## config.mk

```make
export PLATFORM = sky130hd
export DESIGN_NAME = pggc_ram
export DESIGN_NICKNAME = d
export VERILOG_FILES = /design/src/rtl/pggc_ram.sv
export SDC_FILE = /design/constraint.sdc
export NUM_CORES = 1
export LEC_CHECK = 0
export CAP_MARGIN = 20
export CORE_MARGIN = 5
export CORE_UTILIZATION = 55
export DETAILED_ROUTE_END_ITERATION = 10
export DONT_BUFFER_PORTS = 1
export GPL_TIMING_DRIVEN = 0
export PLACE_DENSITY = 0.7
export SLEW_MARGIN = 20
export SYNTH_ARGS = -nofsm -noshare
export SYNTH_HDL_FRONTEND = slang
export SYNTH_SLANG_ARGS = --single-unit
```

## constraint.sdc

```tcl
create_clock -name clk -period 2.7 [get_ports clk]
set_input_delay 0.54 -clock clk [delete_from_list [all_inputs] [get_ports clk]]
set_output_delay 0.54 -clock clk [all_outputs]
set_load 0.01 [all_outputs]
```

## src/rtl/pggc_ram.sv

```systemverilog
// ----------------------------------------------------------------------------
// pggc_ram
// generic single write port, single read port ram with registered read
// ----------------------------------------------------------------------------
`default_nettype none

module pggc_ram #(
  parameter int WIDTH = 8,
  parameter int DEPTH = 64,
  localparam int AW = $clog2(DEPTH)
) (
  input  wire logic             clk,
  input  wire logic             we,
  input  wire logic [AW-1:0]    waddr,
  input  wire logic [WIDTH-1:0] wdata,
  input  wire logic [AW-1:0]    raddr,
  output logic      [WIDTH-1:0] rdata
);

  logic [WIDTH-1:0] mem [DEPTH];

  always_ff @(posedge clk) begin
    if (we) begin
      mem[waddr] <= wdata;
    end
    rdata <= mem[raddr];
  end

endmodule

`default_nettype wire

```

==> flow_summary.yaml, run 1 <==
outcome:
  run_status: "complete, no violations"
clocking:
  cts_setup_buffers: 0
  root_buffer: "clkbuf_16"
  worstSkewPairLatency_ns: 0.60
  cts.htree.levels: 2
  ctsHoldBuffers: 0
  cts_tree: "yes"
  clock_path_buffers: 3
  numCtsBuffers: 50
  cts_sinks: 520
  clk_pin_slew_ns: 0.06
layout:
  fin_cells: 1499
  syn2layout_area_growth_pct: 10.6
  final_nets: 1013
  drive_above_1_share_pct: 23.7
  utilization_pct: 61.2
  diodes: 0
  design_area_mm2: 0.0223
pwr:
  cell_internal_pwr_mw: 12.9
  pwr-share-seq_pct: 55.0
  power_leakage_nw: 6.88
  switchingPower_mw: 3.38
  combPwrFrac_pct: 4.4
  finalPower_mw: 16.3
  power.density_cell_area_mw_per_mm2: 730
  ir_drop_mv: 0.493
  p_sw_share_pct: 20.7
  pwr-share-clk_pct: 40.6
route:
  wl_um: 46700
  vias: 9802
  wl_met1_um: 18800
  first_iter_violations: 1246
  wl_met2_um: 21900
  wl_met3_um: 4450
  route.detailed.drc: 0
  drtAntennaViolNets: 0
  avgRoutedWirePerCell_um: 31.1
  first_pass_iters: 5
  highest_layer: "met5"
  viasPerCell: 6.54
global_route:
  grt_usage_pct: 23.2
  grt_overflow: 0
  grt_pass1_vias: 9868
  grt_pass1_wl_um: 68300
  grt_antenna_before_repair: 1
  grt_max_degree: 65
die:
  core_area_mm2: 0.0364
  die_area_mm2: 0.0406
  die_y_um: 201
  io_pins: 30
  die_x_um: 201
  start_util_pct: 55.4
  core.rowCount: 70
job:
  cap_violations: 0
logic_synthesis:
  async_reset_ff_share_pct: 0
  yosysWarningCount: 0
  synth_nets: 962
  synth_area_per_cell_um2: 21.5
  synth_top_area_share_pct: 76.2
  synth_area_mm2: 0.0202
  synth_edf_count: 512
  syn_inst: 940
  synth_seq_cells: 520
  synth_ff_type: "edfxtp_1"
  seq_area_frac_synth_pct: 77.0
  yosysTopAreaCell: "edfxtp_1"
  synth_cell_type_count: 40
  synthTopCellsByArea: "edfxtp_1 76%, mux4_2 14%, nor2_1 1.5%"
hold_path:
  hold_class: "in2reg"
placement:
  dpl_cell_area_mm2: 0.0208
  place_hpwl_um: 29400
  placedCellCount: 1408
  gp_congestion: 0.937
  portBuffers: 0
critical_path:
  reg2reg_from: "mem[20][6]"
  slowest_stage: "nand3_1"
  end_kind: "flop"
  startpoint: "raddr[1]"
  path_buf_inv: 4
  arrival_ns: 3.06
  setup.worst_path.class: "in2reg"
  critPathMaxFanout: 10
  critPathLaunchType: "input port"
  reg2reg_to: "rdata[6]"
  critical-path-max-stage-delay_ns: 0.44
  cp.required_ns: 3.13
  critPathTopFamily: "buffers and inverters"
  endpoint: "rdata[5]"
  ff2ff_setup_slack_ns: 0.56
  worstRegToRegCells: 5
  path_cells: "buf_4, buf_2, buf_4, buf_2, nand3_1, o221ai_1, a21oi_1, o21ai_1, o41ai_1"
  worst-path-stages: 9
sta:
  worst_pin_slew_ns: 1.01
  clock_skew_ns: 0.0139
  finalHoldViolations: 0
  period_needed_ns: 2.63
  slew_headroom_pct: 32.6
  final_max_slew_viol_count: 0
  timing.final.crit_share_pct: 97.5
  setup_viol: 0
  fmax_mhz: 380
  rsz0062_at_grt: "false"
  setup-tns-final_ns: 0
routing by layer:
metal	track usage, %	vias to the layer above
met3	5.79	86
met4	8.03	2
met5	0	-
met1	33.6	5169
met2	35.3	514
li1	-	4031
synth_stat cells (all sizes together), types with 8 or more instances:
library cell  count
mux4            126
buf              34
dfxtp             8
o22ai             8
nor2             83
edfxtp          512
o221ai            8
nand2            19
mux2             13
nor2b            14
nand3            13
clkbuf           17
mux2i            23
layout make-up:
class | count | area [um^2]
plain buffers | 50 | 324
multi-input cells | 369 | 4330
flip-flops and latches | 520 | 15500
clock inverters | 35 | 258
clock buffers | 57 | 1280
fillers | 2518 | 14100
well taps | 468 | 586
cells by family after synthesis:
logic type             after synthesis  synth area share [%]
multiplexers                       162                  15.9
buffers and inverters               51                  1.57
AND/OR/NAND/NOR                    153                  3.39
AO/OA/AOI/OAI                       54                  2.07
flip-flops                         520                  77.0
cells in the final DEF, fill, tap and decap left out, drive strengths merged, types with 3 or more instances in the layout:
| cell | instances |
|---|---|
| mux4 | 126 |
| nand3b | 3 |
| mux2i | 23 |
| mux2 | 13 |
| o2111ai | 3 |
| o2bb2ai | 3 |
| nand2b | 7 |
| nor3 | 7 |
| nor2b | 14 |
| nand3 | 13 |
| o21ai | 4 |
| clkinv | 28 |
| edfxtp | 512 |
| nand2 | 19 |
| nor2 | 83 |
| a211oi | 4 |
| bufinv | 3 |
| a21oi | 3 |
| o22ai | 8 |
| o221ai | 8 |
| a221oi | 6 |
| buf | 31 |
| a22oi | 3 |
| dfxtp | 8 |
| clkbuf | 75 |
stage by stage:
step	hold slack (ns)	setup WS, ns
6_report	0.0417	0.0673
5_1_grt	0.0245	0.0477
4_1_cts	0.0196	0.0187
3_5_place_dp	0.642	-0.775
3_3_place_gp	0.643	-0.657
2_1_floorplan	0.639	0.492
sequential cells by signal, summed over array words and instances, names as in the netlist:
| signal | flops |
|---|---|
| mem | 512 |
| rdata | 8 |
worst reg2reg max path, cell delays in order, from the launching register on:
cell      delay, ns
edfxtp_1       0.36
mux4_2         0.50
mux2_2         0.30
o221a_2        0.29
nor3_1         0.31
o32ai_1        0.21
what timing repair did:
action | in CTS | in global routing
setup endpoints to repair | 2 | 3
endpoints found under the hold margin | 0 | 0
resized for setup | 2 | 3
power groups by stage:
| stage | registers [mW] | clock network (mW) | logic [mW] |
|---|---|---|---|
| floorplan | 9.13 | 0 | 0.476 |
| global placement | 9.13 | 0 | 0.709 |
| detailed placement | 9.13 | 0 | 0.714 |
| CTS | 8.96 | 6.68 | 0.718 |
| global route | 8.96 | 7.03 | 0.758 |
| finish | 8.96 | 6.61 | 0.719 |
how the worst min path moves through the flow:
stage,endpoint,from,cells past startpoint,slack (ns)
after floorplan,mem[0][0],wdata[0],0,0.64
after global placement,mem[54][5],wdata[5],0,0.64
after detailed placement,mem[51][5],wdata[5],0,0.64
after CTS,mem[0][1],wdata[1],0,0.02
after global routing,mem[3][0],wdata[0],0,0.02
final,mem[13][0],wdata[0],0,0.04
Power figures use the tool's default switching activity.
==> run 2: changes to the inputs <==
- CORE_MARGIN: 5 -> not set
- CTS_CLUSTER_DIAMETER: not set -> 200
- PLACE_DENSITY: 0.7 -> 0.79
==> run 2 against run 1 <==
Fmax increased by 0.98%. Sequential power hardly changed. Power rose by 1.2%. Sequential cell count unchanged. Hold slack gained 0.0035 ns. Critical path depth fell by 3. Via count up 1.8%. Die area decreased by 7.8%. Worst setup slack improved by 0.026 ns. The run now ends with DRC left. Sequential share of layout area shrank 0.11 points. Clock-buffer cell count increased by 3. Clock skew up 0.018 ns.
==> flow_summary.yaml, run 2 (synthesized netlist as in run 1, its figures left out) <==
clocking:
  cts_sinks: 520
  clk_pin_slew_ns: 0.07
  cts_tree: "yes"
  clock_path_buffers: 3
  cts.htree.levels: 2
  worstSkewPairLatency_ns: 0.59
  ctsHoldBuffers: 0
  root_buffer: "clkbuf_16"
  numCtsBuffers: 50
die:
  die_area_mm2: 0.0374
  start_util_pct: 56.3
  die_y_um: 193
  core.rowCount: 69
  core_area_mm2: 0.0358
  die_x_um: 193
  io_pins: 30
critical_path:
  critPathTopFamily: "buffers and inverters"
  critPathMaxFanout: 19
  slowest_stage: "o41ai_1"
  setup.worst_path.class: "in2reg"
  end_kind: "flop"
  critPathLaunchType: "input port"
  path_buf_inv: 3
  arrival_ns: 2.99
  cp.required_ns: 3.08
  critical-path-max-stage-delay_ns: 0.72
  path_cells: "buf_2, buf_4, clkbuf_1, mux4_2, o22ai_1, o41ai_1"
hold_path:
  hold_class: "in2reg"
placement:
  portBuffers: 0
  post-place-ws_ns: -0.562
  place_hpwl_um: 28200
  placedCellCount: 1401
  gp_congestion: 0.920
route:
  wl_um: 45700
  first_pass_iters: 8
  avgRoutedWirePerCell_um: 30.7
  vias: 9981
  route.detailed.drc: 2
  drtAntennaViolNets: 0
  first_iter_violations: 1301
  viasPerCell: 6.69
layout:
  reg_top3: "mem (512), rdata (8)"
  largest_register_ffs: 512
  mostFrequentLayoutCell: "edfxtp_1"
  seq_area_mm2: 0.0155
  multi_input_area_mm2: 0.00433
  fin_cells: 1492
  largest-register: "mem"
  syn2layout_area_growth_pct: 10.8
  diodes: 0
  layout_common_cells: "512 x edfxtp_1, 126 x mux4_2, 83 x nor2_1, 50 x clkbuf_16, 26 x clkbuf_1"
  final_nets: 1012
  drive_above_1_share_pct: 23.8
  nFillCells: 2259
outcome:
  failed_checks: "DRC"
  run_status: "finished, violations left"
global_route:
  grt_pass1_wl_um: 66900
  grt_max_degree: 65
  grt_usage_pct: 25.1
  grt_pass1_vias: 10000
  grt_antenna_before_repair: 1
  grt_overflow: 0
sta:
  worst_pin_slew_ns: 1.04
  fmax_mhz: 384
  setup_slack_ns: 0.0929
  rsz0062_at_grt: "false"
  finalHoldViolations: 0
  setup_viol: 0
  clock_skew_ns: 0.0317
  slew_headroom_pct: 30.3
  timing.final.crit_share_pct: 96.6
  final_max_slew_viol_count: 0
  period_needed_ns: 2.61
pwr:
  pwr-share-seq_pct: 54.3
  finalPower_mw: 16.5
  power_leakage_nw: 6.90
  p_sw_share_pct: 20.5
  pwr-share-clk_pct: 41.3
  switchingPower_mw: 3.37
  combPwrFrac_pct: 4.4
  cell_internal_pwr_mw: 13.1
  power.density_cell_area_mw_per_mm2: 738
  ir_drop_mv: 0.539
job:
  cap_violations: 0
run 2: layer usage:
metal	track usage [%]	wire length (um)	vias to the layer above
li1	-	-	4033
met1	33.7	17000	5106
met2	39.3	21500	699
met3	6.97	5270	141
met4	10.2	1930	2
met5	0	13	-
run 2: worst paths after layout:
check / slack [ns] / depth (start not counted) / from / end
hold / removal: 0.05 / 0 / wdata[2] / mem[4][2]
setup reg to reg: 0.57 / 5 / mem[21][6] / rdata[6]
hold reg to reg: 0.99 / 4 / mem[0][7] / rdata[7]
setup / recovery: 0.09 / 6 / raddr[2] / rdata[5]
run 2: repair_timing:
item	in CTS	in global routing
setup endpoints to repair	1	5
gates resized for setup	0	3
buffers inserted	0	0
pin swaps	0	0
cloned	0	0
run 2: worst register-to-register path: stages (launching register included):
cell,delay (ns)
edfxtp_1,0.37
mux4_2,0.49
mux2_2,0.29
o221a_2,0.30
nor3_1,0.30
o32ai_1,0.22
run 2: layout make-up:
| cell class | instances | share of cell area (%) |
|---|---|---|
| Buffer | 49 | 1.40 |
| Clock buffer | 60 | 5.77 |
| Clock inverter | 33 | 1.35 |
| Multi-Input combinational cell | 369 | 19.4 |
| Sequential cell | 520 | 69.5 |
| Tap cell | 461 | 2.58 |
run 2: per-stage QoR:
step	cell area (um^2)	util (%)	setup TNS, ns	hold slack (ns)
final	22300	62.4	0	0.0452
after global routing	22300	62.4	0	0.0388
after CTS	22300	62.4	0	0.0448
after detailed placement	20800	57.9	-10.86	0.642
after global placement	20700	57.9	-4.11	0.642
after floorplan	20200	-	0	0.639
run 2: power groups by stage:
stage               Clock [mW]  Combinational (mW)  Sequential, mW
floorplan                    0               0.476            9.13
global placement             0               0.689            9.13
detailed placement           0               0.700            9.13
CTS                       6.86               0.707            8.96
global route              7.14               0.746            8.96
finish                    6.81               0.718            8.96
